--- src/rtl/aob_pkg.sv ---
// ============================================================================
// aob_pkg
// Shared types and constants for the ARGB8888 source-over blend pipeline.
// ============================================================================
package aob_pkg;

	localparam logic [7:0] FULL_ALPHA = 8'd255;

	// Divider stages, two quotient bits each, for an 8-bit quotient
	localparam int DIV_STAGES = 4;

	// Numerator bound: 255 * 65025 < 2^24
	localparam int NUM_W = 24;
	// Divisor pre-shifted for the first quotient bit pair: 16 + 6 bits
	localparam int DS_SH = 2 * (DIV_STAGES - 1);
	localparam int DS_W  = 16 + DS_SH;

	typedef enum logic [1:0] {
		PATH_PASS   = 2'd0,
		PATH_TRANS  = 2'd1,
		PATH_OPAQUE = 2'd2
	} path_t;

	typedef struct packed {
		logic [7:0] a;
		logic [7:0] r;
		logic [7:0] g;
		logic [7:0] b;
	} pix_t;

	// lane 0 red, lane 1 green, lane 2 blue
	typedef logic [2:0][7:0] rgb_t;

	typedef struct packed {
		rgb_t        cb;
		rgb_t        co;
		logic [7:0]  ao;
		logic [15:0] w;
		logic [15:0] v;
		logic [15:0] d;
		path_t       path;
	} wgt_t;

	typedef struct packed {
		rgb_t                        co;
		logic [7:0]                  ao;
		logic [7:0]                  alpha;
		logic                        dz;
		logic [DS_W-1:0]             ds;
		logic [2:0][NUM_W-1:0]       rem;
		rgb_t                        quo;
		path_t                       path;
	} div_t;

	typedef struct packed {
		logic [7:0] alpha;
		rgb_t       c;
		path_t      path;
	} res_t;

endpackage

--- src/rtl/argb_over_blend.sv ---
// ============================================================================
// argb_over_blend
// Source-over blend of an ARGB8888 overlay pixel onto an ARGB8888 base pixel.
//
// Input channel: in_valid/in_ready with the base and overlay fields; one
// transfer per pixel pair. Output channel: out_valid/out_ready with the
// blended pixel and blend_path (pass-through, translucent, opaque base).
// Seven register stages: weights, numerators, four divider stages of two
// quotient bits each, result select. out_valid rises once the pixel has
// passed all seven registers; throughput is one pixel per cycle, limited
// by nothing but the output side.
// Each stage has its own valid bit and takes a new pixel whenever it is
// empty or its successor takes its content, so bubbles close up while
// the receiver stalls and no transfer is lost or repeated. in_ready drops
// only when every stage holds a pixel and out_ready is low.
// Reset clears all valid bits; the block accepts input right after.
// ============================================================================
module argb_over_blend import aob_pkg::*; (
	input  logic       clk,
	input  logic       arst_n,
	input  logic       in_valid,
	output logic       in_ready,
	input  logic [7:0] base_alpha,
	input  logic [7:0] base_red,
	input  logic [7:0] base_green,
	input  logic [7:0] base_blue,
	input  logic [7:0] overlay_alpha,
	input  logic [7:0] overlay_red,
	input  logic [7:0] overlay_green,
	input  logic [7:0] overlay_blue,
	output logic       out_valid,
	input  logic       out_ready,
	output logic [7:0] out_alpha,
	output logic [7:0] out_red,
	output logic [7:0] out_green,
	output logic [7:0] out_blue,
	output logic [1:0] blend_path
);

	pix_t base;
	pix_t over;

	logic w_valid;
	logic w_ready;
	wgt_t w_data;

	logic [DIV_STAGES:0] d_valid;
	logic [DIV_STAGES:0] d_ready;
	div_t                d_data [DIV_STAGES+1];

	res_t res;

	assign base = '{a: base_alpha, r: base_red, g: base_green, b: base_blue};
	assign over = '{a: overlay_alpha, r: overlay_red, g: overlay_green, b: overlay_blue};

	aob_weight u_weight (
		.clk      (clk),
		.arst_n   (arst_n),
		.up_valid (in_valid),
		.up_ready (in_ready),
		.base     (base),
		.over     (over),
		.dn_valid (w_valid),
		.dn_ready (w_ready),
		.dn_data  (w_data)
	);

	aob_mac u_mac (
		.clk      (clk),
		.arst_n   (arst_n),
		.up_valid (w_valid),
		.up_ready (w_ready),
		.up_data  (w_data),
		.dn_valid (d_valid[0]),
		.dn_ready (d_ready[0]),
		.dn_data  (d_data[0])
	);

	for (genvar k = 0; k < DIV_STAGES; k++) begin : g_div
		aob_div_step u_step (
			.clk      (clk),
			.arst_n   (arst_n),
			.up_valid (d_valid[k]),
			.up_ready (d_ready[k]),
			.up_data  (d_data[k]),
			.dn_valid (d_valid[k+1]),
			.dn_ready (d_ready[k+1]),
			.dn_data  (d_data[k+1])
		);
	end

	aob_out u_out (
		.clk      (clk),
		.arst_n   (arst_n),
		.up_valid (d_valid[DIV_STAGES]),
		.up_ready (d_ready[DIV_STAGES]),
		.up_data  (d_data[DIV_STAGES]),
		.dn_valid (out_valid),
		.dn_ready (out_ready),
		.dn_data  (res)
	);

	assign out_alpha  = res.alpha;
	assign out_red    = res.c[0];
	assign out_green  = res.c[1];
	assign out_blue   = res.c[2];
	assign blend_path = res.path;

endmodule

--- src/rtl/aob_weight.sv ---
// ============================================================================
// aob_weight
// Stage 1: blend class, channel weights and the combined-alpha divisor.
// ============================================================================
module aob_weight import aob_pkg::*; (
	input  logic clk,
	input  logic arst_n,
	input  logic up_valid,
	output logic up_ready,
	input  pix_t base,
	input  pix_t over,
	output logic dn_valid,
	input  logic dn_ready,
	output wgt_t dn_data
);

	logic valid_s1;
	wgt_t data_s1;
	wgt_t nxt;

	always_comb begin
		nxt.cb = {base.b, base.g, base.r};
		nxt.co = {over.b, over.g, over.r};
		nxt.ao = over.a;
		nxt.w  = 16'(base.a) * 16'(FULL_ALPHA - over.a);
		nxt.v  = 16'(over.a) * 16'(FULL_ALPHA);
		// 255*Ab + Ao*(255-Ab); opaque base gives 65025, i.e. plain /255
		nxt.d  = 16'(base.a) * 16'(FULL_ALPHA) + 16'(over.a) * 16'(FULL_ALPHA - base.a);
		if (base == '0) begin
			nxt.path = PATH_PASS;
		end else if (base.a == FULL_ALPHA) begin
			nxt.path = PATH_OPAQUE;
		end else begin
			nxt.path = PATH_TRANS;
		end
	end

	assign up_ready = !valid_s1 || dn_ready;

	always_ff @(posedge clk or negedge arst_n) begin
		if (!arst_n) begin
			valid_s1 <= 1'b0;
		end else if (up_ready) begin
			valid_s1 <= up_valid;
		end
	end

	always_ff @(posedge clk) begin
		if (up_ready && up_valid) begin
			data_s1 <= nxt;
		end
	end

	assign dn_valid = valid_s1;
	assign dn_data  = data_s1;

endmodule

--- src/rtl/aob_mac.sv ---
// ============================================================================
// aob_mac
// Stage 2: per-channel numerators and the blended alpha.
// ============================================================================
module aob_mac import aob_pkg::*; (
	input  logic clk,
	input  logic arst_n,
	input  logic up_valid,
	output logic up_ready,
	input  wgt_t up_data,
	output logic dn_valid,
	input  logic dn_ready,
	output div_t dn_data
);

	logic valid_s2;
	div_t data_s2;
	div_t nxt;
	logic [16:0] asum;

	always_comb begin
		nxt.co   = up_data.co;
		nxt.ao   = up_data.ao;
		nxt.path = up_data.path;
		nxt.dz   = (up_data.d == '0);
		nxt.ds   = DS_W'(up_data.d) << DS_SH;
		nxt.quo  = '0;
		for (int i = 0; i < 3; i++) begin
			nxt.rem[i] = NUM_W'(up_data.cb[i]) * NUM_W'(up_data.w)
			           + NUM_W'(up_data.co[i]) * NUM_W'(up_data.v);
		end
		// floor(d/255) for d <= 65025
		asum      = 17'(up_data.d) + 17'(up_data.d[15:8]) + 17'd1;
		nxt.alpha = asum[15:8];
	end

	assign up_ready = !valid_s2 || dn_ready;

	always_ff @(posedge clk or negedge arst_n) begin
		if (!arst_n) begin
			valid_s2 <= 1'b0;
		end else if (up_ready) begin
			valid_s2 <= up_valid;
		end
	end

	always_ff @(posedge clk) begin
		if (up_ready && up_valid) begin
			data_s2 <= nxt;
		end
	end

	assign dn_valid = valid_s2;
	assign dn_data  = data_s2;

endmodule

--- src/rtl/aob_div_step.sv ---
// ============================================================================
// aob_div_step
// One divider stage: two restoring quotient bits for each color lane.
// ============================================================================
module aob_div_step import aob_pkg::*; (
	input  logic clk,
	input  logic arst_n,
	input  logic up_valid,
	output logic up_ready,
	input  div_t up_data,
	output logic dn_valid,
	input  logic dn_ready,
	output div_t dn_data
);

	// stages s3..s6 are copies of this one
	logic valid_s3;
	div_t data_s3;
	div_t nxt;
	logic [NUM_W-1:0] dhi;
	logic [NUM_W-1:0] dlo;
	logic [NUM_W-1:0] r1;
	logic             q1;
	logic             q0;

	always_comb begin
		nxt = up_data;
		dhi = NUM_W'({up_data.ds, 1'b0});
		dlo = NUM_W'(up_data.ds);
		r1  = '0;
		q1  = 1'b0;
		q0  = 1'b0;
		for (int i = 0; i < 3; i++) begin
			q1 = (up_data.rem[i] >= dhi);
			r1 = q1 ? up_data.rem[i] - dhi : up_data.rem[i];
			q0 = (r1 >= dlo);
			nxt.rem[i] = q0 ? r1 - dlo : r1;
			nxt.quo[i] = {up_data.quo[i][5:0], q1, q0};
		end
		nxt.ds = up_data.ds >> 2;
	end

	assign up_ready = !valid_s3 || dn_ready;

	always_ff @(posedge clk or negedge arst_n) begin
		if (!arst_n) begin
			valid_s3 <= 1'b0;
		end else if (up_ready) begin
			valid_s3 <= up_valid;
		end
	end

	always_ff @(posedge clk) begin
		if (up_ready && up_valid) begin
			data_s3 <= nxt;
		end
	end

	assign dn_valid = valid_s3;
	assign dn_data  = data_s3;

endmodule

--- src/rtl/aob_out.sv ---
// ============================================================================
// aob_out
// Final stage: picks pass-through, zero-divisor or quotient result.
// ============================================================================
module aob_out import aob_pkg::*; (
	input  logic clk,
	input  logic arst_n,
	input  logic up_valid,
	output logic up_ready,
	input  div_t up_data,
	output logic dn_valid,
	input  logic dn_ready,
	output res_t dn_data
);

	logic valid_s7;
	res_t data_s7;
	res_t nxt;

	always_comb begin
		nxt.path = up_data.path;
		if (up_data.path == PATH_PASS) begin
			nxt.alpha = up_data.ao;
			nxt.c     = up_data.co;
		end else begin
			nxt.alpha = up_data.alpha;
			nxt.c     = up_data.dz ? '0 : up_data.quo;
		end
	end

	assign up_ready = !valid_s7 || dn_ready;

	always_ff @(posedge clk or negedge arst_n) begin
		if (!arst_n) begin
			valid_s7 <= 1'b0;
		end else if (up_ready) begin
			valid_s7 <= up_valid;
		end
	end

	always_ff @(posedge clk) begin
		if (up_ready && up_valid) begin
			data_s7 <= nxt;
		end
	end

	assign dn_valid = valid_s7;
	assign dn_data  = data_s7;

endmodule

--- config.mk ---
export PLATFORM = sky130hd
export DESIGN_NAME = argb_over_blend
export DESIGN_NICKNAME = d
export VERILOG_FILES = /design/src/rtl/aob_pkg.sv /design/src/rtl/argb_over_blend.sv /design/src/rtl/aob_weight.sv /design/src/rtl/aob_mac.sv /design/src/rtl/aob_div_step.sv /design/src/rtl/aob_out.sv
export SDC_FILE = /design/constraint.sdc
export NUM_CORES = 2
export LEC_CHECK = 0
export BUFFER_PORTS_ARGS = -buffer_cell sky130_fd_sc_hd__buf_2
export CAP_MARGIN = 20
export CORE_MARGIN = 4
export CORE_UTILIZATION = 56
export DETAILED_ROUTE_END_ITERATION = 8
export PLACE_DENSITY = 0.74
export SLEW_MARGIN = 5
export SYNTH_ARGS = -nofsm -noshare
export SYNTH_HDL_FRONTEND = slang
export SYNTH_HIERARCHICAL = 1
export SYNTH_SLANG_ARGS = --single-unit
--- constraint.sdc ---
create_clock -name clk -period 8.2 [get_ports clk]
set_clock_uncertainty 0.05 [all_clocks]
set_input_delay 0 -clock clk [delete_from_list [all_inputs] [get_ports clk]]
set_output_delay 0 -clock clk [all_outputs]
set_load 0.05 [all_outputs]
After elaboration in Yosys (flattened, before gate mapping). Cells that the tools add are included.

Bits in registers: 774. Logic and storage cells: 198. Output and inout bits: 36.

Multipliers: 10. Reductions and logical operators: 24. Eq/ne operators: 1. Mux-type cells: 24. Order comparisons: 24. Add/sub/neg operators: 29.

Operator list (number): 24-bit 2-to-1 mux (22); 8-bit by 16-bit multiplier with 24-bit output (6); 24-bit adder (3); 24-bit by 16-bit greater-or-equal comparator with 1-bit output (3); 24-bit by 17-bit greater-or-equal comparator with 1-bit output (3); 24-bit by 18-bit greater-or-equal comparator with 1-bit output (3); 24-bit by 19-bit greater-or-equal comparator with 1-bit output (3); 24-bit by 20-bit greater-or-equal comparator with 1-bit output (3); 24-bit by 21-bit greater-or-equal comparator with 1-bit output (3); 24-bit by 22-bit greater-or-equal comparator with 1-bit output (3); 24-bit by 23-bit greater-or-equal comparator with 1-bit output (3); 24-bit by 17-bit subtractor with 24-bit output (3); 24-bit by 18-bit subtractor with 24-bit output (3); 24-bit by 19-bit subtractor with 24-bit output (3); 24-bit by 20-bit subtractor with 24-bit output (3); 24-bit by 21-bit subtractor with 24-bit output (3); 24-bit by 22-bit subtractor with 24-bit output (3); 24-bit by 23-bit subtractor with 24-bit output (3); 32-bit logical NOT (1); 8-bit by 16-bit multiplier with 16-bit output (2); 8-bit by 8-bit multiplier with 16-bit output (second input constant) (2); 32-bit 2-to-1 mux (1); 8-bit by 8-bit subtractor with 9-bit output (first input constant) (2); 16-bit by 1-bit adder with 16-bit output (second input constant) (1); other kinds (9) (27).

Longest topological paths before layout.
Depth in word-level cells: 9. Mapped depth: 25.

By module. Netlist, hierarchy kept.

Modules (own cells, without submodules): aob_mac (area an instance 28731.3 um^2, instances 1, sequential area each 3958.8 um^2, cells an instance 2979); aob_div_step (g_div[0].u_step ...) (area an instance 13130.1 um^2, instances 2, sequential area each 4799.6 um^2, cells an instance 1319); aob_div_step (g_div[3].u_step) (area an instance 13331.5 um^2, instances 1, sequential area each 4799.6 um^2, cells an instance 1373); aob_div_step (g_div[2].u_step) (area an instance 13231.4 um^2, instances 1, sequential area each 4799.6 um^2, cells an instance 1338); aob_weight (area an instance 11019.3 um^2, instances 1, sequential area each 3178.0 um^2, cells an instance 1010); aob_out (area an instance 1647.8 um^2, instances 1, sequential area each 1046.0 um^2, cells an instance 100).

Worst setup path after synthesis. No wires, ideal clock.

Path kind: reg-to-reg. Start point: register u_weight.data_s1, in the netlist u_weight/dn_data[99]. End point: register u_mac.data_s2, in the netlist u_mac/dn_data[93] (data pin). Library setup time: 0.158 ns. Cell stages (with the launch flop): 22. Buffers on the path: 1. Path slack: 2.468 ns. Arrival time: 5.524 ns. Required time: 7.992 ns. Cells stage by stage: edfxtp_1 clkbuf_1 nand2_1 fa_1 inv_1 fa_1 inv_1 fa_1 inv_1 fa_1 fa_1 inv_1 fa_1 inv_1 ha_1 and3_1 nand2_1 nand3_1 a31oi_1 a21oi_1 or4_1 o211ai_1.

RTL lines: start: declaration (RTL line aob_weight.sv:18) `wgt_t data_s1;`; start signal: assignment (RTL line aob_weight.sv:50) `data_s1 <= nxt;`; end signal: assignment (RTL line aob_mac.sv:49) `data_s2 <= nxt;`; end: declaration (RTL line aob_mac.sv:17) `div_t data_s2;`.

==> flow_summary.json <==
{
  "status": "finished, final reports clean",
  "fin_nets": 10800,
  "worstSetupPathType": "register to register",
  "rsz0062_at_grt": "no",
  "slew-limit-headroom": 0.248,
  "yosys_warnings": 6,
  "cts_resized": 0,
  "path_max_fanout": 24,
  "r2r-end": "g_div[2].u_step/dn_data[67]",
  "path_delay_family": "compound AO/OA/AOI/OAI gates",
  "die_y_um": 404,
  "drt_iter0_drc": 6163,
  "synth_cells": 8953,
  "crit_arrival_ns": 7.67,
  "cp_cell_sequence": "inv_1 > ha_1 > nor2b_1 > o31ai_2 > a21oi_1 > o211ai_2 > a211oi_1 > nor4_4 > buf_4 > mux2_2 > ha_1 > nor2b_1 > o21ai_0 > a21oi_1 > o31ai_1 > a21oi_1 > o21ai_0 > a211o_1 > or3b_1 > buf_4 > mux2_4",
  "drtPass1Iterations": 6,
  "max_stage_delay_ns": 0.65,
  "worst_r2r_path_depth": 21,
  "synth_area_um2": 87800,
  "cts_buffers": 90,
  "port_buffers": 103,
  "tns_ns": 0,
  "grt_max_degree": 154,
  "worstHoldPathType": "input pin to register",
  "tightest_slew_ns": 1.12,
  "min_period_over_period": 0.890,
  "hold_viol_final": 0,
  "drive_above_1_share": 0.0769,
  "grt_overflow": 0,
  "hold_depth": 4,
  "start_util": 0.562,
  "insertion_delay_ns": 0.77,
  "numClockSinks": 785,
  "track_usage": 0.309,
  "grt_pass1_wl_um": 390000,
  "clockBufferDepth": 3,
  "path_clk_slew_ns": 0.06,
  "crit_top_cell": "a21oi_1",
  "route.antenna.remaining_nets": 0,
  "drc_errors": 0,
  "crit_cells": 21,
  "cp_slowest_cell": "nor4_4",
  "holdPathEnd": "u_out/dn_valid",
  "reg2reg_slack_ns": 0.90,
  "die-width_um": 404,
  "hp-start": "out_ready",
  "coreArea_um2": 156000,
  "rows": 145,
  "place_hpwl_um": 199000,
  "totalWireLength_um": 253000,
  "setup_viol": 0,
  "antenna_found_initial": 21,
  "drv_slew": 0,
  "area_delta_synth_final_pct": 7.73,
  "wire_per_inst_um": 22.5,
  "cap_violations": 0,
  "globalplace.congestion": 0.965,
  "dieArea_um2": 163000,
  "cp.required_ns": 8.57,
  "drt-vias-per-instance": 6.03,
  "first_global_vias": 67800,
  "worst_setup_path_start_kind": "register",
  "timing.fmax_mhz": 137,
  "worst_setup_path_end_kind": "register",
  "rr_startpoint": "g_div[1].u_step/dn_data[99]",
  "vias": 67700,
  "cts_tree": "done",
  "ioPinCount": 104,
  "min_period_ns": 7.30,
  "worst-path-buf-inv": 3,
  "htree_levels": 3,
  "clock_tree.root_cell": "clkbuf_16",
  "syn_area_per_cell_um2": 9.80
}
-- metrics by stage --
stage / cells / hold slack [ns] / util / instance area (um^2) / setup slack, ns
4_1_cts: 11200 / 0.0256 / 0.606 / 94500 / 0.966
3_5_place_dp: 10900 / -0.198 / 0.579 / 90400 / 1.00
2_1_floorplan: 8961 / -0.346 / - / 87800 / 2.47
6_report: 11200 / 0.0900 / 0.606 / 94500 / 0.905
5_1_grt: 11200 / 0.0868 / 0.606 / 94500 / 0.508
3_3_place_gp: 10900 / -0.203 / 0.579 / 90400 / 1.07
-- layout make-up --
| cell class | instances | area (um^2) |
|---|---|---|
| timing repair buffer | 303 | 2330 |
| inverter | 1212 | 4560 |
| antenna | 3 | 7.51 |
| fill | 12900 | 61500 |
| tap | 2058 | 2570 |
| multi-input combinational | 6691 | 58500 |
| clock buffer | 103 | 2300 |
| clock inverter | 65 | 746 |
| sequential | 785 | 23500 |
-- how the worst max path moves through the flow --
stage,end,from,slack (ns)
floorplan,u_mac/dn_data[93],u_weight/dn_data[99],2.47
global placement,g_div[2].u_step/dn_data[66],g_div[1].u_step/dn_data[99],1.07
detailed placement,g_div[2].u_step/dn_data[67],g_div[1].u_step/dn_data[99],1.00
CTS,g_div[2].u_step/dn_data[67],g_div[1].u_step/dn_data[99],0.97
global route,g_div[2].u_step/dn_data[67],g_div[1].u_step/dn_data[99],0.51
finish,g_div[2].u_step/dn_data[67],g_div[1].u_step/dn_data[99],0.90
-- flip-flops by register name (all words and copies together), names as in the netlist --
| register | count |
|---|---|
| g_div.u_step/dn_data | 508 |
| u_weight/dn_data | 105 |
| u_out/dn_data | 34 |
| u_mac/dn_valid | 1 |
| u_out/dn_valid | 1 |
| g_div.u_step/dn_valid | 4 |
| u_weight/dn_valid | 1 |
| u_mac/dn_data | 131 |
-- routing by layer --
metal | vias to the layer above | track usage | share of wire | wire [um]
met3 | 570 | 0.0572 | 0.090 | 22800
met2 | 2910 | 0.491 | 0.45 | 114000
met1 | 33100 | 0.414 | 0.41 | 103000
li1 | 31100 | - | - | -
met5 | - | 0 | 0.00033 | 84
met4 | 12 | 0.139 | 0.051 | 13000
-- worst min-delay path, stage by stage --
cell,delay (ns)
dlygate4sd3_1,0.53
buf_2,0.10
nand2b_1,0.12
nand2b_1,0.06
-- cells in the final DEF, fill, tap and decap left out, types with 32 or more instances in the layout --
cell type,n
nand4_1,88
buf_4,89
a21o_1,198
nor3_1,79
buf_2,103
nand3_1,132
o21ai_0,391
a211oi_1,68
o31ai_1,49
xnor2_1,303
fa_1,805
ha_1,891
o21a_1,100
a31oi_1,68
o21bai_1,53
nor2_1,430
and3_1,46
o31a_1,32
dlygate4sd3_1,108
a21oi_1,476
clkbuf_16,90
nor2b_1,106
nand2_1,868
and2_1,381
edfxtp_1,778
inv_1,1201
o21ai_1,42
nand2b_1,108
xor2_1,147
o211ai_1,52
mux2i_1,44
mux2_2,231
-- repair_timing --
| item | in CTS | in global routing |
|---|---|---|
| endpoints found under the hold margin | 100 | 0 |
| endpoints found under the setup margin | 0 | 0 |
| hold buffers | 108 | 0 |
| setup buffers | 0 | 0 |
Power is not shown: default switching activity piles up to over one toggle a cycle in this logic, so the estimate is an artifact.
